--- src/hw/rtl/ltd_pkg.sv ---
package ltd_pkg;

    // Number of base-93 digits allowed in one length field.
    localparam int MAX_DIGITS = 5;

    localparam logic [7:0] FIRST_DIGIT = 8'd33;
    localparam logic [7:0] LAST_DIGIT  = 8'd126;
    localparam logic [7:0] SPACE_CHAR  = 8'd32;
    localparam logic [7:0] CHAR_M      = 8'h6d;
    localparam logic [7:0] CHAR_S      = 8'h73;
    localparam logic [7:0] CHAR_COLON  = 8'h3a;
    localparam logic [6:0] DIGIT_BASE  = 7'd93;

    // Result kinds.
    localparam logic [1:0] KIND_FRAMING   = 2'd0;
    localparam logic [1:0] KIND_PAYLOAD   = 2'd1;
    localparam logic [1:0] KIND_SEPARATOR = 2'd2;
    localparam logic [1:0] KIND_IGNORED   = 2'd3;

    // End-of-message status codes; the stop reasons reuse the second and third.
    localparam logic [2:0] END_CLEAN      = 3'd0;
    localparam logic [2:0] END_BAD_PREFIX = 3'd1;
    localparam logic [2:0] END_BAD_LENGTH = 3'd2;
    localparam logic [2:0] END_IN_LENGTH  = 3'd3;
    localparam logic [2:0] END_IN_PAYLOAD = 3'd4;
    localparam logic [2:0] END_IN_PREFIX  = 3'd5;

    typedef struct packed {
        logic [1:0]  kind;
        logic [7:0]  out_byte;
        logic [30:0] string_length;
        logic        stream_ended;
        logic [2:0]  end_status;
    } res_t;

endpackage

--- src/hw/rtl/length_prefixed_token_deframer.sv ---
// Deframer for messages of the form "ms:" followed by records of a base-93
// length (one to five digits, least significant first), a space, the payload
// bytes and one separator byte. One byte enters per clock cycle while in_stall
// is low, and every byte yields exactly one result transaction, which is
// registered before it appears on the output. All the parsing for a byte is
// combinational from the current parser state: the only arithmetic is a 27x7
// multiply-add into the length sum and a constant multiply by 93 of the place
// weight. A two-entry output stage (result register plus skid register)
// keeps accepting bytes while a result is held up downstream; in_stall rises
// only when both entries are full. Malformed input (wrong prefix, bad digit,
// zero, too long or oversized length) stops parsing, and all later bytes of
// the message are reported as ignored. The byte flagged as last reports why
// the message ended and returns the parser to the start of a new message.
module length_prefixed_token_deframer
    import ltd_pkg::*;
(
    input  logic        clk,
    input  logic        rst_n,
    input  logic        in_valid,
    output logic        in_stall,
    input  logic [7:0]  in_byte,
    input  logic        last_byte,
    output logic        out_valid,
    input  logic        out_stall,
    output logic [1:0]  kind,
    output logic [7:0]  out_byte,
    output logic [30:0] string_length,
    output logic        stream_ended,
    output logic [2:0]  end_status
);

    // Parser phases.
    localparam logic [2:0] PH_PREFIX_M  = 3'd0;
    localparam logic [2:0] PH_PREFIX_S  = 3'd1;
    localparam logic [2:0] PH_PREFIX_C  = 3'd2;
    localparam logic [2:0] PH_LENGTH    = 3'd3;
    localparam logic [2:0] PH_PAYLOAD   = 3'd4;
    localparam logic [2:0] PH_SEPARATOR = 3'd5;
    localparam logic [2:0] PH_STOPPED   = 3'd6;

    localparam logic [2:0] DIGIT_LIMIT = 3'(MAX_DIGITS);

    // Parser state.
    logic [2:0]  phase_reg, phase_next;
    logic [2:0]  digit_count_reg, digit_count_next;
    logic [26:0] place_weight_reg, place_weight_next;
    logic [32:0] length_sum_reg, length_sum_next;
    logic [30:0] payload_left_reg, payload_left_next;
    logic [30:0] held_length_reg, held_length_next;
    logic [2:0]  stop_reason_reg, stop_reason_next;

    // Output stage: result register and skid register behind it.
    logic        out_valid_reg, out_valid_next;
    res_t        res_reg, res_next;
    logic        skid_valid_reg, skid_valid_next;
    res_t        skid_reg, skid_next;

    logic        accept;
    logic        out_take;
    res_t        res_new;
    logic [6:0]  digit_value;
    logic [33:0] digit_product;
    logic [33:0] weight_product;
    logic [2:0]  end_phase;

    // The skid register is the only thing that can hold the input back.
    assign in_stall = skid_valid_reg;
    assign accept   = in_valid && !skid_valid_reg;
    assign out_take = out_valid_reg && !out_stall;

    assign digit_value    = 7'(in_byte - FIRST_DIGIT);
    assign digit_product  = 34'(place_weight_reg) * 34'(digit_value);
    assign weight_product = 34'(place_weight_reg) * 34'(DIGIT_BASE);

    // One byte of parsing.
    always_comb
    begin
        phase_next        = phase_reg;
        digit_count_next  = digit_count_reg;
        place_weight_next = place_weight_reg;
        length_sum_next   = length_sum_reg;
        payload_left_next = payload_left_reg;
        held_length_next  = held_length_reg;
        stop_reason_next  = stop_reason_reg;

        res_new               = '0;
        res_new.kind          = KIND_FRAMING;
        res_new.stream_ended  = last_byte;

        case (phase_reg)
            PH_PREFIX_M, PH_PREFIX_S, PH_PREFIX_C:
            begin
                if ((phase_reg == PH_PREFIX_M && in_byte == CHAR_M) ||
                    (phase_reg == PH_PREFIX_S && in_byte == CHAR_S) ||
                    (phase_reg == PH_PREFIX_C && in_byte == CHAR_COLON))
                begin
                    if (phase_reg == PH_PREFIX_C)
                    begin
                        phase_next        = PH_LENGTH;
                        digit_count_next  = '0;
                        place_weight_next = 27'd1;
                        length_sum_next   = '0;
                    end
                    else
                    begin
                        phase_next = phase_reg + 3'd1;
                    end
                end
                else
                begin
                    phase_next       = PH_STOPPED;
                    stop_reason_next = END_BAD_PREFIX;
                    res_new.kind     = KIND_IGNORED;
                end
            end
            PH_LENGTH:
            begin
                if (in_byte == SPACE_CHAR)
                begin
                    // A length must have digits, be nonzero and fit in 31 bits.
                    if (digit_count_reg == '0 || length_sum_reg == '0 ||
                        length_sum_reg[32:31] != 2'b00)
                    begin
                        phase_next       = PH_STOPPED;
                        stop_reason_next = END_BAD_LENGTH;
                        res_new.kind     = KIND_IGNORED;
                    end
                    else
                    begin
                        held_length_next  = length_sum_reg[30:0];
                        payload_left_next = length_sum_reg[30:0];
                        phase_next        = PH_PAYLOAD;
                    end
                end
                else if (!(in_byte inside {[FIRST_DIGIT:LAST_DIGIT]}) ||
                         digit_count_reg >= DIGIT_LIMIT)
                begin
                    phase_next       = PH_STOPPED;
                    stop_reason_next = END_BAD_LENGTH;
                    res_new.kind     = KIND_IGNORED;
                end
                else
                begin
                    length_sum_next  = length_sum_reg + digit_product[32:0];
                    digit_count_next = digit_count_reg + 3'd1;
                    if (digit_count_reg + 3'd1 < DIGIT_LIMIT)
                    begin
                        place_weight_next = weight_product[26:0];
                    end
                end
            end
            PH_PAYLOAD:
            begin
                res_new.kind     = KIND_PAYLOAD;
                res_new.out_byte = in_byte;
                if (payload_left_reg != '0)
                begin
                    payload_left_next = payload_left_reg - 31'd1;
                end
                if (payload_left_reg <= 31'd1)
                begin
                    phase_next = PH_SEPARATOR;
                end
            end
            PH_SEPARATOR:
            begin
                res_new.kind          = KIND_SEPARATOR;
                res_new.string_length = held_length_reg;
                phase_next            = PH_LENGTH;
                digit_count_next      = '0;
                place_weight_next     = 27'd1;
                length_sum_next       = '0;
            end
            default:
            begin
                phase_next   = PH_STOPPED;
                res_new.kind = KIND_IGNORED;
            end
        endcase

        // On the last byte, classify where the message ended and start over.
        end_phase = phase_next;
        if (last_byte)
        begin
            if (end_phase == PH_STOPPED)
            begin
                res_new.end_status = stop_reason_next;
            end
            else if (end_phase == PH_LENGTH)
            begin
                res_new.end_status = (digit_count_next == '0) ? END_CLEAN : END_IN_LENGTH;
            end
            else if (end_phase inside {PH_PAYLOAD, PH_SEPARATOR})
            begin
                res_new.end_status = END_IN_PAYLOAD;
            end
            else
            begin
                res_new.end_status = END_IN_PREFIX;
            end
            phase_next        = PH_PREFIX_M;
            digit_count_next  = '0;
            place_weight_next = 27'd1;
            length_sum_next   = '0;
            payload_left_next = '0;
            held_length_next  = '0;
            stop_reason_next  = END_CLEAN;
        end
    end

    // Output stage steering. The skid entry only fills while the result
    // register is held, and it always drains before a new byte is taken.
    always_comb
    begin
        out_valid_next  = out_valid_reg;
        res_next        = res_reg;
        skid_valid_next = skid_valid_reg;
        skid_next       = skid_reg;

        if (!out_valid_reg || out_take)
        begin
            if (skid_valid_reg)
            begin
                out_valid_next  = 1'b1;
                res_next        = skid_reg;
                skid_valid_next = 1'b0;
            end
            else if (accept)
            begin
                out_valid_next = 1'b1;
                res_next       = res_new;
            end
            else
            begin
                out_valid_next = 1'b0;
            end
        end
        else if (accept)
        begin
            skid_valid_next = 1'b1;
            skid_next       = res_new;
        end
    end

    always_ff @(posedge clk or negedge rst_n)
    begin
        if (!rst_n)
        begin
            phase_reg        <= PH_PREFIX_M;
            digit_count_reg  <= '0;
            place_weight_reg <= 27'd1;
            length_sum_reg   <= '0;
            payload_left_reg <= '0;
            held_length_reg  <= '0;
            stop_reason_reg  <= END_CLEAN;
            out_valid_reg    <= 1'b0;
            skid_valid_reg   <= 1'b0;
        end
        else
        begin
            if (accept)
            begin
                phase_reg        <= phase_next;
                digit_count_reg  <= digit_count_next;
                place_weight_reg <= place_weight_next;
                length_sum_reg   <= length_sum_next;
                payload_left_reg <= payload_left_next;
                held_length_reg  <= held_length_next;
                stop_reason_reg  <= stop_reason_next;
            end
            out_valid_reg  <= out_valid_next;
            skid_valid_reg <= skid_valid_next;
        end
    end

    // Result payloads carry no reset.
    always_ff @(posedge clk)
    begin
        res_reg  <= res_next;
        skid_reg <= skid_next;
    end

    assign out_valid     = out_valid_reg;
    assign kind          = res_reg.kind;
    assign out_byte      = res_reg.out_byte;
    assign string_length = res_reg.string_length;
    assign stream_ended  = res_reg.stream_ended;
    assign end_status    = res_reg.end_status;

endmodule

--- config.mk ---
export PLATFORM = sky130hd
export DESIGN_NAME = length_prefixed_token_deframer
export DESIGN_NICKNAME = d
export VERILOG_FILES = /design/src/hw/rtl/ltd_pkg.sv /design/src/hw/rtl/length_prefixed_token_deframer.sv
export SDC_FILE = /design/constraint.sdc
export NUM_CORES = 1
export LEC_CHECK = 0
export BUFFER_PORTS_ARGS = -buffer_cell sky130_fd_sc_hd__buf_2
export CAP_MARGIN = 5
export CORE_ASPECT_RATIO = 1.75
export CORE_MARGIN = 5
export CORE_UTILIZATION = 45
export DETAILED_ROUTE_END_ITERATION = 7
export GPL_ROUTABILITY_DRIVEN = 0
export PLACE_DENSITY = 0.63
export SLEW_MARGIN = 10
export SYNTH_ARGS = -nofsm -noshare
export SYNTH_HDL_FRONTEND = slang
export SYNTH_SLANG_ARGS = --single-unit
export TNS_END_PERCENT = 100
--- constraint.sdc ---
create_clock -name clk -period 5.9 [get_ports clk]
set_input_delay 0.885 -clock clk [delete_from_list [all_inputs] [get_ports clk]]
set_output_delay 0.885 -clock clk [all_outputs]
set_load 0.05 [all_outputs]
### Word-level counts from Yosys, hierarchy flattened

Index checks and enable logic that the tools add are counted.
W data, S select, Z words.

* flip-flop bits (word level): 223
* word-level logic and storage cells: 148
* bits of input ports: 13
* output and inout port bits: 47

* $add $sub $neg: 5
* equality and inequality tests: 22
* mux-type cells: 58
* multipliers: 2
* reductions and logical operators: 36
* $lt $le $gt $ge: 5
* bitwise logic cells: 1

Operators by type and width (number)
* $mux W31: 7
* $mux W33: 5
* $mux W27: 6
* $pmux W33 S3: 1
* $mux W45: 2
* $pmux W27 S3: 1
* $pmux W31 S2: 1
* $mux W3: 19
* $add A33 B33 Y33: 1
* $logic_not A33 Y1: 1
* $mul A27 B7 Y33: 1
* $le A31 B1 Y1 const B: 1
* $reduce_bool A31 Y1: 1
* $sub A31 B1 Y31 const B: 1
* $mul A27 B7 Y27 const B: 1
* $ne A3 B3 Y1 const B: 8
* $eq A8 B6 Y1 const B: 2
* $eq A8 B7 Y1 const B: 2
* $eq A3 B3 Y1 const B: 5
* $mux W2: 6
* $pmux W3 S4: 1
* $reduce_bool A2 Y1: 6
* $eq A3 B2 Y1 const B: 3
* $logic_not A3 Y1: 3
* other kinds (25): 44

### Depth between registers and ports, before layout

Gate-level depths: netlist of run 1.

* depth after elaboration: 15
* gate-level depth with buffers: 24
* depth with buffers taken out: 23

### Worst setup path before layout of run 1

OpenSTA, ideal clock, no wires.

* path kind: input to register
* from: input port in_byte[0]
* to: register length_sum_reg[32]
* path slack: -0.899 ns
* stages on the path: 23
* library setup time: 0.121 ns
* data arrival time: 6.678 ns
* cells stage by stage: inv_1 ha_1 nor4b_1 nor2_1 nor2b_1 clkbuf_1 and2_1 fa_1 fa_1 fa_1 inv_1 fa_1 inv_1 ha_1 and3_1 o21a_1 a21oi_1 a21oi_1 a221oi_1 o311ai_0 o41ai_1 xnor2_1 a22o_1

* longest elaborated chain between the ends: 7
* elaborated cells on any way between the ends: 25

Ends and longest elaborated chain
* start, declared: RTL line length_prefixed_token_deframer.sv:21 `input logic [7:0] in_byte,`
* $sub A7 B6 Y7: RTL line length_prefixed_token_deframer.sv:71 `assign digit_value = 7'(in_byte - FIRST_DIGIT);`
* $mul A27 B7 Y33: RTL line length_prefixed_token_deframer.sv:72 `assign digit_product = 34'(place_weight_reg) * 34'(digit_value);`
* $add A33 B33 Y33: RTL line length_prefixed_token_deframer.sv:144 `length_sum_next = length_sum_reg + digit_product[32:0];`
* $mux W33: RTL line length_prefixed_token_deframer.sv:135 `else if (!(in_byte inside {[FIRST_DIGIT:LAST_DIGIT]}) ||`
* $mux W33: RTL line length_prefixed_token_deframer.sv:118 `if (in_byte == SPACE_CHAR)`
* $pmux W33 S3: RTL line length_prefixed_token_deframer.sv:90 `case (phase_reg)`
* $mux W33: RTL line length_prefixed_token_deframer.sv:183 `if (last_byte)`
* end signal, assigned: RTL line length_prefixed_token_deframer.sv:266 `length_sum_reg <= length_sum_next;`
* end, declared: RTL line length_prefixed_token_deframer.sv:47 `logic [32:0] length_sum_reg, length_sum_next;`

Parallel ways exist; a longest one is shown, timed or not. The select of a mux whose other input is x is not followed.
A chain may end at the register's enable or synchronous reset.

### Worst setup path in the final report of run 1

Same ends and word-level chain as after synthesis.

==> flow_results.org, run 1 <==
** Status
- Status :: finished clean

** Worst setup path
- Critical Path Fanout Max :: 8
- In this run the critical register-to-register path is launched from place_weight_reg[13]$_DFFE_PN0P_.
- For this design, the slowest cell found on the critical path is sky130_fd_sc_hd__fa_2.
- On the worst path, the slowest cell contributes a delay of 0.53 ns.
- By instance count, the cell type seen most on the critical path is sky130_fd_sc_hd__fa_1.
- Worst setup path class :: in2reg
- The worst setup path is launched from an input pin.
- Start point of the critical path :: in_byte[0]
- WP data arrival :: 6.25 ns
- Reg-to-reg setup timing slack :: 0.71 ns
- CP endpoint kind :: register
- Broken down by cell family, the worst path's largest delay share belongs to adder cells.
- STA puts the critical path data required time at 6.31 ns.
- The number of buffers and inverters on the critical path is 7.

** Power and ir drop
- Of the total power, the clock network draws 24.1%.
- Per report_power, the sequential group accounts for 34.5% of the total.
- Across the VDD grid, the largest voltage drop is 0.257 mV.
- Combinational logic is responsible for 41.4% of the overall power.
- The analysis attributes to net switching a power of 2.35 mW.
- Total power density per cell area :: 255 mW/mm^2
- Power comes to 5.75 mW.
- The internal portion of the total power is 3.40 mW.
- Net switching is 40.9% of the power.
- Summed over all cells, the static leakage comes to 10.9 nW.

** Placement
- Placed cells :: 2,596
- Port buffering added 59 buffers.
- At the placement stage, the worst setup path has a slack of -1.07 ns.
- Post-detailed-placement cell area :: 0.0215 sq mm
- The wire-length estimate of the detail-placed layout is 37,400 um.

** STA
- For the final database, setup skew stands at 0.0174 ns.
- Period utilization :: 98.9%
- Hold is met by 0.402 ns.
- Count of endpoints failing hold in the final timing report :: 0
- Setup violations remaining at the end of the flow were counted as 0.
- Setup TNS :: 0 ns
- For the pin with the worst max-slew slack, the measured transition is 1.20 ns.
- Setup repair after global routing could not meet its margin everywhere.
- Subtracting the final worst setup slack from the clock period gives 5.84 ns.
- The worst pin sits at a relative slew slack of 20.1%.
- Least setup slack across all paths after layout :: 0.0620 ns
- Maximum clock rate :: 0.171 GHz
- Max Transition Viols Final :: 0

** Clock network
- In this run the clock root is driven by a sky130_fd_sc_hd__clkbuf_16.
- The clock drives 222 sinks.
- TritonCTS built the clock tree.
- Clock-pin slew was measured on the worst setup and hold paths at 0.07 ns.
- For the worst-skew pair, the clock arrives at the later sink with an insertion delay of 0.53 ns.
- Maximum buffer depth of the clock tree :: 3
- Depth of the CTS H-tree :: 1
- TritonCTS created 22 clock buffers.
- Hold bufs inserted after CTS :: 0

** Final layout
- Share of layout cells above drive strength 1 :: 16.5%
- For this run, the post-layout net count is 2,423.
- Number of fillers in the final layout :: 3,875
- After the flow finishes, the layout carries non-filler instances totaling 2,646.
- Largest register FFs :: 45
- 0 antenna diodes ended up in the layout.
- The finished cells cover 0.0226 sq mm.
- Area taken by flip-flops and latches :: 0.00601 sq mm
- Relative to the synthesized area, the layout overhead comes to 15.5%.
- Cells fill 52.2% of the core in the end.
- In the final layout, the multi-input gates occupy 0.0129 sq mm.

** Synthesis
- After synthesis the netlist holds a flip-flop and latch count of 222.
- Synthesis instantiated 68 different standard cells from the library.
- The synthesized netlist occupies a cell area of 0.0195 sq mm.
- Post-synth ARST share :: 59.5%
- Mean post-synth cell area :: 10.1 sq um
- Dominant register cell in the synthesized netlist :: sky130_fd_sc_hd__dfrtp_1
- Register area share after synthesis :: 30.8%
- Post-synth EDFFs :: 90
- Post-synthesis instance total :: 1,938
- Synthesis warning total :: 0

** Global route
- Global routing consumed, over all layers together, 20.4% of the routing resources.
- Pin count of the biggest net entering global routing :: 90
- The first global-routing pass estimated 80,200 um of wire.
- The via count of the first global-routing pass is 15,700.
- The number of antenna violations at the first check in global routing came to 0.
- Total overflow reported by the global router :: 0

** Drt
- The routed layout has 14,500 vias.
- Final routed DRC violation total :: 0
- First DRT Iteration DRCs :: 617
- For this block, the routed nets add up to 48,300 um of wire.
- Count of antenna-violating nets left after detailed routing :: 0
- Mean number of vias per cell :: 5.49
- Detail-routed net length per standard cell :: 18.2 um
- Pre-antenna DRT Iters :: 5

** Floorplan
- In this run the vertical extent of the chip is 286 um.
- Number of rows in the core area :: 101
- Once the floorplan was initialized, standard cells occupied 45.2% of the core.
- In this run the count of I/O pins placed on the die edge is 60.
- The total area inside the core boundary comes to 0.0432 sq mm.
- In this run the horizontal extent of the chip is 167 um.
- The die covers 0.0478 sq mm.

** Worst hold path
- Type of the most critical hold path :: in2async

** Run
- Max cap viols :: 0
-- power groups by stage --
stage	Combinational, mW	Sequential [mW]	Clock [mW]
2_1_floorplan	1.65	2.08	0
3_3_place_gp	2.29	2.00	0
3_5_place_dp	2.33	2.01	0
4_1_cts	2.35	1.98	1.42
5_1_grt	2.62	2.01	1.48
6_report	2.38	1.98	1.38
-- cell families after synthesis --
kind of cell               share of synthesized area (%)
other                                             0.0384
buffers and inverters                               6.30
adders and majority gates                           30.4
DFF                                                 30.8
AOI/OAI and AO/OA                                   12.8
muxes                                               2.64
and+or+nand+nor                                     14.6
xor gates and xnor gates                            2.56
-- layout by cell type, fill, tap and decap left out, types with 8 or more instances in the layout --
cell	count
sky130_fd_sc_hd__nor2_1	75
sky130_fd_sc_hd__xor2_1	14
sky130_fd_sc_hd__ha_1	113
sky130_fd_sc_hd__and3_1	43
sky130_fd_sc_hd__a21oi_1	66
sky130_fd_sc_hd__buf_2	57
sky130_fd_sc_hd__nor2b_1	55
sky130_fd_sc_hd__nand2_1	164
sky130_fd_sc_hd__o21ai_0	118
sky130_fd_sc_hd__nor3_1	29
sky130_fd_sc_hd__o21a_1	10
sky130_fd_sc_hd__nand3_1	13
sky130_fd_sc_hd__ha_4	19
sky130_fd_sc_hd__nand2b_1	36
sky130_fd_sc_hd__a22o_1	42
sky130_fd_sc_hd__conb_1	8
sky130_fd_sc_hd__o31ai_1	20
sky130_fd_sc_hd__and2_4	9
sky130_fd_sc_hd__buf_4	101
sky130_fd_sc_hd__a211oi_1	10
sky130_fd_sc_hd__edfxtp_1	90
sky130_fd_sc_hd__clkbuf_16	24
sky130_fd_sc_hd__nand4_1	10
sky130_fd_sc_hd__a21o_1	29
sky130_fd_sc_hd__inv_1	244
sky130_fd_sc_hd__dfrtp_1	130
sky130_fd_sc_hd__o21bai_1	9
sky130_fd_sc_hd__mux2_2	44
sky130_fd_sc_hd__fa_1	212
sky130_fd_sc_hd__xnor2_1	39
sky130_fd_sc_hd__and2_1	58
sky130_fd_sc_hd__a22oi_1	9
sky130_fd_sc_hd__nor4_1	15
-- synth_stat cells (all sizes together) (4+ instances only) --
library cell / count / area, sq um
ha: 132 / 1650
o21bai: 10 / 75.1
nor4: 15 / 93.8
o41ai: 6 / 52.6
fa: 214 / 4280
clkbuf: 70 / 263
inv: 252 / 946
o31ai: 20 / 150
nor2b: 56 / 350
o21ai: 127 / 639
nand2: 168 / 631
or4: 6 / 56.3
nand3b: 5 / 37.5
and3: 46 / 293
nor2: 80 / 300
and2: 67 / 419
a21o: 29 / 218
nand3: 15 / 75.1
edfxtp: 90 / 2700
buf: 6 / 22.5
o21a: 10 / 75.1
a221oi: 6 / 70.1
xnor2: 40 / 350
mux2: 44 / 495
dfrtp: 131 / 3280
a31oi: 8 / 50.1
a21oi: 72 / 360
nand4: 10 / 62.6
nand2b: 36 / 225
a22o: 42 / 368
a22oi: 9 / 67.6
or3: 7 / 43.8
a31o: 4 / 35.0
a211oi: 12 / 90.1
nor3: 31 / 155
xor2: 17 / 149
-- final timing paths --
path                                                     to  cells after the start
hold reg to reg              held_length_reg[3]$_DFFE_PN0P_                      2
hold / removal                         in_stall$_DFFE_PN0P_                      1
min in group clk             held_length_reg[3]$_DFFE_PN0P_                      2
setup / recovery             length_sum_reg[32]$_DFFE_PN0P_                     26
setup reg to reg             length_sum_reg[32]$_DFFE_PN0P_                     18
max in group asynchronous  place_weight_reg[17]$_DFFE_PN0P_                      2
-- area by class of cell --
class | count | area share (%)
Clock inverter | 9 | 0.333
Clock buffer | 31 | 2.73
Sequential cell | 222 | 26.6
Timing Repair Buffer | 171 | 5.59
Multi-Input combinational cell | 1395 | 57.4
Tap cell | 566 | 3.14
Inverter | 252 | 4.21
-- what timing repair did --
item	in CTS	in global routing
resized for setup	8	34
pin swaps	4	42
endpoints found under the setup margin	13	9
gates cloned	1	1
setup buffers	5	3
-- metal layers --
layer / share of wire (%) / vias to the layer above / wire length [um] / GRT usage, %
met5: 0 / - / 0 / 0
met4: 4.6 / 0 / 2210 / 9.08
met3: 2.8 / 108 / 1370 / 1.66
met2: 55 / 271 / 26800 / 39.6
met1: 37 / 7362 / 17900 / 22.3
li1: - / 6790 / - / -
Power figures use the tool's default switching activity.
==> run 2: changes to the inputs <==
--- a/config.mk
+++ b/config.mk
@@ -12,7 +12,9 @@
 export CORE_UTILIZATION = 45
 export DETAILED_ROUTE_END_ITERATION = 7
 export GPL_ROUTABILITY_DRIVEN = 0
+export GPL_TIMING_DRIVEN = 0
 export PLACE_DENSITY = 0.63
+export SKIP_CTS_REPAIR_TIMING = 1
 export SLEW_MARGIN = 10
 export SYNTH_ARGS = -nofsm -noshare
 export SYNTH_HDL_FRONTEND = slang
==> flow_results.org, run 2 (synthesis results as in run 1) <==
** Status
- Status: finished, violations left (was finished clean).
- The final reports fail on setup timing.

** Final layout
- Cell area after layout :: 0.0225 sq mm (was 0.0226 sq mm)
- Multi-input gate area in the final layout :: 0.0130 sq mm (was 0.0129 sq mm)
- The number of inserted filler cells in the final layout is 3,925 (was 3,875).
- Share of layout cells above drive strength 1 :: 14.2% (was 16.5%)
- Largest register FFs :: 45 (unchanged)
- Most frequent standard cell in the layout excluding fill and tap cells :: sky130_fd_sc_hd__inv_1 (unchanged)
- The growth of design area from synthesis to finish is 15.0% (was 15.5%).
- Area taken by flip-flops and latches :: 0.00601 sq mm (about the same)
- Commonest cells after routing, fill and taps aside :: sky130_fd_sc_hd__inv_1 (237), sky130_fd_sc_hd__fa_1 (207), sky130_fd_sc_hd__nand2_1 (165), sky130_fd_sc_hd__dfrtp_1 (131), sky130_fd_sc_hd__o21ai_0 (116) (was sky130_fd_sc_hd__inv_1 (244), sky130_fd_sc_hd__fa_1 (212), sky130_fd_sc_hd__nand2_1 (164), sky130_fd_sc_hd__dfrtp_1 (130), sky130_fd_sc_hd__o21ai_0 (118))
- The net total in the final layout was 2,421 (was 2,423).
- The total inserted antenna cells was 0 (unchanged).

** STA
- Relative max-transition margin :: 37.1% (was 20.1%)
- The final critical-path setup slack was -0.0952 ns (was 0.0620 ns).
- Count of endpoints failing hold in the final timing report :: 0 (unchanged)
- Max Transition Viols Final :: 0 (unchanged)
- The clock tree skew after final layout is 0.0266 ns (was 0.0174 ns).
- The maximum frequency from static timing analysis came to 0.167 GHz (was 0.171 GHz).
- Worst slew pin tran :: 0.937 ns (was 1.20 ns)
- Finish-stage setup viols :: 2 (was 0)
- Period utilization :: 102% (was 98.9%)
- RSZ-0062 raised after global routing :: true (unchanged)
- The time the worst path needs with I/O delays and setup was 6.00 ns (was 5.84 ns).

** Global route
- The number of antenna violations at the first check in global routing is 0 (unchanged).
- The first-pass GRT wire length came to 83,800 um (was 80,200 um).
- The global router's overall resource usage came to 21.8% (was 20.4%).
- The pin count of the biggest net entering global routing is 83 (was 90).
- The via count of the first global-routing pass came to 15,900 (was 15,700).
- The overall overflow remaining after global route was 0 (unchanged).

** Drt
- Count of antenna-violating nets left after detailed routing :: 0 (unchanged)
- The DRC marker count from the first detailed-route iteration is 815 (was 617).
- The aggregate routed wire length was 52,400 um (was 48,300 um).
- The routed wire length per instance was 19.8 um (was 18.2 um).
- Total number of vias :: 14,600 (was 14,500)
- Pre-antenna DRT Iters :: 5 (unchanged)
- The via density per instance came to 5.54 (was 5.49).
- Final routed DRC violation total :: 0 (unchanged)

** Worst setup path
- The longest individual stage delay on the worst path came to 0.49 ns (was 0.53 ns).
- The category of the worst setup path launch point was an input pin (unchanged).
- Worst setup path class :: in2reg (unchanged)
- The peak fanout along the critical path was 8 (unchanged).
- WP data arrival :: 6.40 ns (was 6.25 ns)
- The standard cell with the maximum stage delay on the critical path is sky130_fd_sc_hd__fa_1 (was sky130_fd_sc_hd__fa_2).
- Cell with the most instances on the worst path :: sky130_fd_sc_hd__fa_1 (unchanged)
- The data required time at the worst endpoint came to 6.31 ns (about the same).
- The launch point of the worst reg-to-reg path is place_weight_reg[20]$_DFFE_PN0P_ (was place_weight_reg[13]$_DFFE_PN0P_).
- The kind of end point of the critical path is a register (unchanged).
- R2r endpoint :: length_sum_reg[32]$_DFFE_PN0P_ (unchanged)
- Number of cells traversed by the worst register-to-register path :: 18 (unchanged)
- The signal on the critical path passes through buf_16 > clkinvlp_4 > ha_4 > nor4b_4 > nor2_2 > nor2b_4 > buf_8 > and2_4 > fa_1 > fa_1 > fa_1 > inv_1 > fa_1 > inv_2 > ha_4 > and3_4 > o21a_1 > a21oi_4 > a21oi_4 > a221oi_4 > o311ai_4 > o41ai_2 > xnor2_1 > a22o_1.
- Reg-to-reg setup timing slack :: 0.60 ns (was 0.71 ns)
- Start point of the critical path :: in_byte[0] (unchanged)

** Worst hold path
- Type of the most critical hold path :: in2async (unchanged)

** Run
- The number of maximum-capacitance constraint violations came to 0 (unchanged).

** Clock network
- Maximum buffer depth of the clock tree :: 3 (unchanged)
- Buffer cell driving the clock tree root :: sky130_fd_sc_hd__clkbuf_16 (unchanged)
- Clock transition time at the flip-flop clock pins of the worst setup and hold paths :: 0.06 ns (was 0.07 ns)
- The number of clock buffers inserted by TritonCTS is 22 (unchanged).
- The TritonCTS clock tree is yes (unchanged).
- The number of H-tree branching levels came to 1 (unchanged).
- Later-pin clock latency in the skew report :: 0.53 ns (about the same)
- Clock sinks :: 222 (unchanged)

** Floorplan
- Number of rows in the core area :: 101 (unchanged)
- The initial cell density of the core came to 45.2% (unchanged).
- The x dimension of the die is 167 um (unchanged).
- The area enclosed by the die boundary was 0.0478 sq mm (unchanged).
- Number of I/O pins :: 60 (unchanged)
- Die Y :: 286 um (unchanged)
- Placeable core region :: 0.0432 sq mm (unchanged)

** Placement
- Count of port buffers added during placement :: 57 (was 59)
- The half-perimeter wire length after placement came to 41,800 um (was 37,400 um).
- The cell area after placement is 0.0211 sq mm (was 0.0215 sq mm).

** Power and ir drop
- Lkg Pwr :: 10.6 nW (was 10.9 nW)
- The power density of the placed cells is 262 mW/mm^2 (was 255 mW/mm^2).
- The post-layout total power is 5.89 mW (was 5.75 mW).
- Largest voltage drop on the vdd net :: 0.207 mV (was 0.257 mV)
-- run 2: cell count changes in the layout (fill, tap and decap cells not counted), moves of 5 or more --
| cell | change |
|---|---|
| sky130_fd_sc_hd__buf_4 | -70 |
| sky130_fd_sc_hd__clkbuf_1 | +54 |
| sky130_fd_sc_hd__inv_1 | -7 |
| sky130_fd_sc_hd__buf_1 | +6 |
| sky130_fd_sc_hd__inv_2 | +6 |
| sky130_fd_sc_hd__buf_8 | +5 |
| sky130_fd_sc_hd__fa_1 | -5 |
| sky130_fd_sc_hd__fa_2 | +5 |
-- run 2: worst max path at each step --
stage | depth (start not counted) | slack, ns | endpoint
after detailed placement | 23 | -2.00 | length_sum_reg[32]$_DFFE_PN0P_
after floorplan | 23 | -0.0003 | length_sum_reg[32]$_DFFE_PN0P_
after global placement | 23 | -1.81 | length_sum_reg[32]$_DFFE_PN0P_
after global routing | 24 | -0.26 | length_sum_reg[32]$_DFFE_PN0P_
final | 24 | -0.1 | length_sum_reg[32]$_DFFE_PN0P_
after CTS | 23 | -1.47 | length_sum_reg[32]$_DFFE_PN0P_
-- run 2: worst max-delay path: cells and delay by family --
family,cells,cell delay (ns)
adder cells (fa/ha/maj),6,2.28
AO/OA/AOI/OAI,7,1.56
AND/OR/NAND/NOR,5,1.00
buffers and inverters,5,0.53
XOR/XNOR,1,0.12
-- run 2: layout make-up --
cell class,count,area share [%]
multi-input combinational,1394,57.9
sequential,222,26.7
inverter,252,4.24
timing repair buffer,94,3.20
tap,566,3.15
clock buffer,29,2.75
buffer,76,1.74
clock inverter,10,0.301
-- run 2: power breakdown --
group          internal [mW]  switching (mW)  total, mW
sequential              1.81           0.160       1.97
combinational          0.857            1.68       2.54
clock                  0.745           0.637       1.38
total                   3.41            2.48       5.89
-- run 2: stage by stage --
step | setup slack (ns) | setup TNS, ns | cells | hold slack, ns | utilization, %
final | -0.0952 | -0.100 | 2643 | 0.323 | 52.0
after global routing | -0.255 | -0.912 | 2643 | 0.372 | 52.0
after CTS | -1.47 | -18.93 | 2609 | 0.346 | 50.5
after detailed placement | -2.00 | -33.85 | 2570 | 0.463 | 48.9
after global placement | -1.81 | -31.02 | 2567 | 0.454 | 48.7
after floorplan | -0.000261 | -0.000261 | 1944 | 0.442 | -
-- run 2: metal layers --
metal  global-route usage (%)  wire length [um]
met4                     11.8              2720
met1                     22.6             18400
met2                     42.7             29900
met5                        0                 0
met3                     1.67              1420
==> run 3: changes to the inputs <==
--- a/config.mk
+++ b/config.mk
@@ -7,13 +7,15 @@
 export LEC_CHECK = 0
 export BUFFER_PORTS_ARGS = -buffer_cell sky130_fd_sc_hd__buf_2
 export CAP_MARGIN = 5
+export CELL_PAD_IN_SITES_DETAIL_PLACEMENT = 0
+export CELL_PAD_IN_SITES_GLOBAL_PLACEMENT = 1
 export CORE_ASPECT_RATIO = 1.75
 export CORE_MARGIN = 5
 export CORE_UTILIZATION = 45
 export DETAILED_ROUTE_END_ITERATION = 7
 export GPL_ROUTABILITY_DRIVEN = 0
 export GPL_TIMING_DRIVEN = 0
-export PLACE_DENSITY = 0.63
+export PLACE_DENSITY = 0.75
 export SKIP_CTS_REPAIR_TIMING = 1
 export SLEW_MARGIN = 10
 export SYNTH_ARGS = -nofsm -noshare
==> flow_results.org, run 3 (synthesis results as in run 1) <==
** Status
- Status :: finished, violations left (unchanged)
- Failing checks :: setup timing (unchanged)

** Clock network
- The number of clock buffers inserted by TritonCTS came to 22 (unchanged).
- The cell chosen for the clock root is sky130_fd_sc_hd__clkbuf_16 (unchanged).
- Maximum buffer depth of the clock tree :: 3 (unchanged)
- The count of clock tree sinks is 222 (unchanged).
- The CTS clock-pin slew for the worst setup and hold paths was 0.07 ns (was 0.06 ns).
- Depth of the CTS H-tree :: 1 (unchanged)
- TritonCTS clock tree :: yes (unchanged)
- Later-pin clock latency in the skew report :: 0.53 ns (about the same)

** Worst setup path
- The kind of end point of the critical path was a register (unchanged).
- The longest individual stage delay on the worst path was 0.55 ns (was 0.49 ns).
- Worst setup SP type :: input pin (unchanged)
- Worst setup path class :: in2reg (unchanged)
- Buffers & Inverters on Critical Path :: 5 (unchanged)
- Number of cells traversed by the worst register-to-register path :: 18 (unchanged)
- Cell breakdown of the critical path: buf_16 > clkinvlp_4 > ha_4 > nor4b_4 > nor2_2 > nor2b_4 > buf_8 > and2_4 > fa_1 > fa_1 > fa_1 > inv_1 > fa_1 > inv_1 > ha_4 > and3_4 > a221oi_2 > o21ai_1 > a31o_2 > a31o_4 > a31oi_1 > xnor2_1 > a22o_1 (was buf_16 > clkinvlp_4 > ha_4 > nor4b_4 > nor2_2 > nor2b_4 > buf_8 > and2_4 > fa_1 > fa_1 > fa_1 > inv_1 > fa_1 > inv_2 > ha_4 > and3_4 > o21a_1 > a21oi_4 > a21oi_4 > a221oi_4 > o311ai_4 > o41ai_2 > xnor2_1 > a22o_1).
- The most repeated library cell on the critical path is sky130_fd_sc_hd__fa_1 (unchanged).
- Required arrival time at the worst endpoint :: 6.30 ns (was 6.31 ns)
- Logic depth of the worst path, buffers included :: 23 (was 24)
- Critical Path Fanout Max :: 10 (was 8)
- The standard cell with the maximum stage delay on the critical path was sky130_fd_sc_hd__fa_1 (unchanged).
- WP data arrival :: 6.36 ns (was 6.40 ns)
- The cell family contributing the most delay on the critical path is adder cells (unchanged).

** Final layout
- The total inserted antenna cells is 0 (unchanged).
- The growth of design area from synthesis to finish was 14.7% (was 15.0%).
- Fin nets :: 2,414 (was 2,421)
- The number of flip-flops in the largest register was 45 (unchanged).
- The proportion of layout cells with a drive suffix above 1 came to 12.9% (was 14.2%).
- The leading cell type in the layout, fill and taps excluded is sky130_fd_sc_hd__inv_1 (unchanged).
- Commonest cells after routing, fill and taps aside :: sky130_fd_sc_hd__inv_1 (244), sky130_fd_sc_hd__fa_1 (212), sky130_fd_sc_hd__nand2_1 (164), sky130_fd_sc_hd__dfrtp_1 (131), sky130_fd_sc_hd__o21ai_0 (116) (was sky130_fd_sc_hd__inv_1 (237), sky130_fd_sc_hd__fa_1 (207), sky130_fd_sc_hd__nand2_1 (165), sky130_fd_sc_hd__dfrtp_1 (131), sky130_fd_sc_hd__o21ai_0 (116))

** Worst hold path
- Type of the most critical hold path :: in2async (unchanged)

** Placement
- Post-placement worst setup slack :: -1.88 ns (was -2.00 ns)
- The half-perimeter wire length after placement is 41,900 um (was 41,800 um).
- The number of buffer cells added on primary ports was 57 (unchanged).

** Drt
- The post-detailed-route count of antenna-violating nets was 0 (unchanged).
- Mean number of vias per cell :: 5.45 (was 5.54)
- The met2 layer wire length in the routed design came to 29,900 um (about the same).
- Post-Route M1 WL :: 18,100 um (was 18,400 um)
- Pre-antenna DRT Iters :: 5 (unchanged)
- The uppermost metal layer occupied by signal nets is met4 (unchanged).
- The aggregate routed wire length was 52,200 um (was 52,400 um).
- Met3 routed WL :: 1580 um (was 1420 um)
- Detail-routed net length per standard cell :: 19.8 um (about the same)
- First DRT Iteration DRCs :: 751 (was 815)
- The post-route DRC violation count came to 0 (unchanged).
- Total number of vias :: 14,400 (was 14,600)

** STA
- Maximum clock rate :: 0.168 GHz (was 0.167 GHz)
- Period utilization :: 101% (was 102%)
- Worst hold slack across all endpoints :: 0.210 ns (was 0.323 ns)
- The number of slew-limit violations in the final report came to 0 (unchanged).
- Worst slew pin tran :: 0.976 ns (was 0.937 ns)
- RSZ-0062 raised after global routing :: true (unchanged)
- The remaining max-slew budget at the tightest pin is 34.8% (was 37.1%).
- The time the worst path needs with I/O delays and setup is 5.95 ns (was 6.00 ns).
- Finish-stage setup viols :: 4 (was 2)
- The clock tree skew after final layout came to 0.0157 ns (was 0.0266 ns).
- The final-report hold violation count was 0 (unchanged).
- The final critical-path setup slack is -0.0520 ns (was -0.0952 ns).

** Floorplan
- The x dimension of the die came to 167 um (unchanged).
- Number of rows in the core area :: 101 (unchanged)
- The number of placed I/O pins came to 60 (unchanged).
- Total die area :: 0.0478 sq mm (unchanged)
- The total core area came to 0.0432 sq mm (unchanged).
- Die Y :: 286 um (unchanged)
- The initial cell density of the core was 45.2% (unchanged).

** Global route
- The global router's overall resource usage is 22.0% (was 21.8%).
- The overall overflow remaining after global route is 0 (unchanged).
- Wire length of the first global-routing pass :: 84,600 um (was 83,800 um)
- The pin count of the biggest net entering global routing is 107 (was 83).
- Number of antenna violations at the first check in global routing :: 0 (unchanged)
- The via count of the first global-routing pass is 15,700 (was 15,900).

** Power and ir drop
- The maximum ir drop on the vdd rail is 0.248 mV (was 0.207 mV).
- Lkg Pwr :: 10.6 nW (about the same)
- Total power density per cell area :: 268 mW/mm^2 (was 262 mW/mm^2)

** Run
- The number of maximum-capacitance constraint violations came to 0 (unchanged).
-- run 3: changes by cell type in the layout (fill, tap and decap cells not counted), moves of 3 or more --
cell                        delta
sky130_fd_sc_hd__and2_1        +7
sky130_fd_sc_hd__and2_4        -7
sky130_fd_sc_hd__bufinv_16     +3
sky130_fd_sc_hd__nand3_4       -3
sky130_fd_sc_hd__inv_2         -7
sky130_fd_sc_hd__fa_2          -5
sky130_fd_sc_hd__inv_1         +7
sky130_fd_sc_hd__fa_1          +5
sky130_fd_sc_hd__buf_4         -9
sky130_fd_sc_hd__clkbuf_1      +3
-- run 3: final timing paths --
| path | startpoint | end | slack [ns] |
|---|---|---|---|
| min | rst_n | length_sum_reg[7]$_DFFE_PN0P_ | 0.21 |
| min in group clk | held_length_reg[12]$_DFFE_PN0P_ | held_length_reg[12]$_DFFE_PN0P_ | 0.47 |
| max in group asynchronous | rst_n | held_length_reg[29]$_DFFE_PN0P_ | 4.86 |
| max reg2reg | place_weight_reg[20]$_DFFE_PN0P_ | length_sum_reg[29]$_DFFE_PN0P_ | 0.48 |
| min reg2reg | held_length_reg[12]$_DFFE_PN0P_ | held_length_reg[12]$_DFFE_PN0P_ | 0.47 |
| max | in_byte[0] | length_sum_reg[29]$_DFFE_PN0P_ | -0.05 |
-- run 3: area by class of cell --
cell class	count	area (sq um)
sequential	222	6010
tap	566	708
clock buffer	31	616
fill	4042	20800
timing repair buffer	88	689
multi-input combinational	1395	12900
inverter	252	952
buffer	74	369
clock inverter	9	136
-- run 3: through the flow --
stage | setup TNS, ns | instances | utilization (%) | power (mW) | area [sq um]
2_1_floorplan | -0.000261 | 1944 | - | 3.73 | 20000
3_3_place_gp | -30.87 | 2567 | 48.7 | 4.41 | 21000
3_5_place_dp | -31.67 | 2570 | 48.9 | 4.45 | 21100
4_1_cts | -17.28 | 2610 | 50.6 | 5.97 | 21900
5_1_grt | -1.22 | 2637 | 51.9 | 6.37 | 22400
6_report | -0.174 | 2637 | 51.9 | 6.01 | 22400
-- run 3: where the power goes --
| part | switching (mW) | internal, mW |
|---|---|---|
| clock | 0.638 | 0.868 |
| sequential | 0.154 | 1.81 |
| combinational | 1.68 | 0.859 |
-- run 3: per-layer routing --
| metal | global-route usage, % | vias up |
|---|---|---|
| met5 | 0 | - |
| met1 | 23.0 | 7217 |
| met2 | 44.5 | 274 |
| met3 | 1.52 | 101 |
| met4 | 8.97 | 0 |
| li1 | - | 6769 |
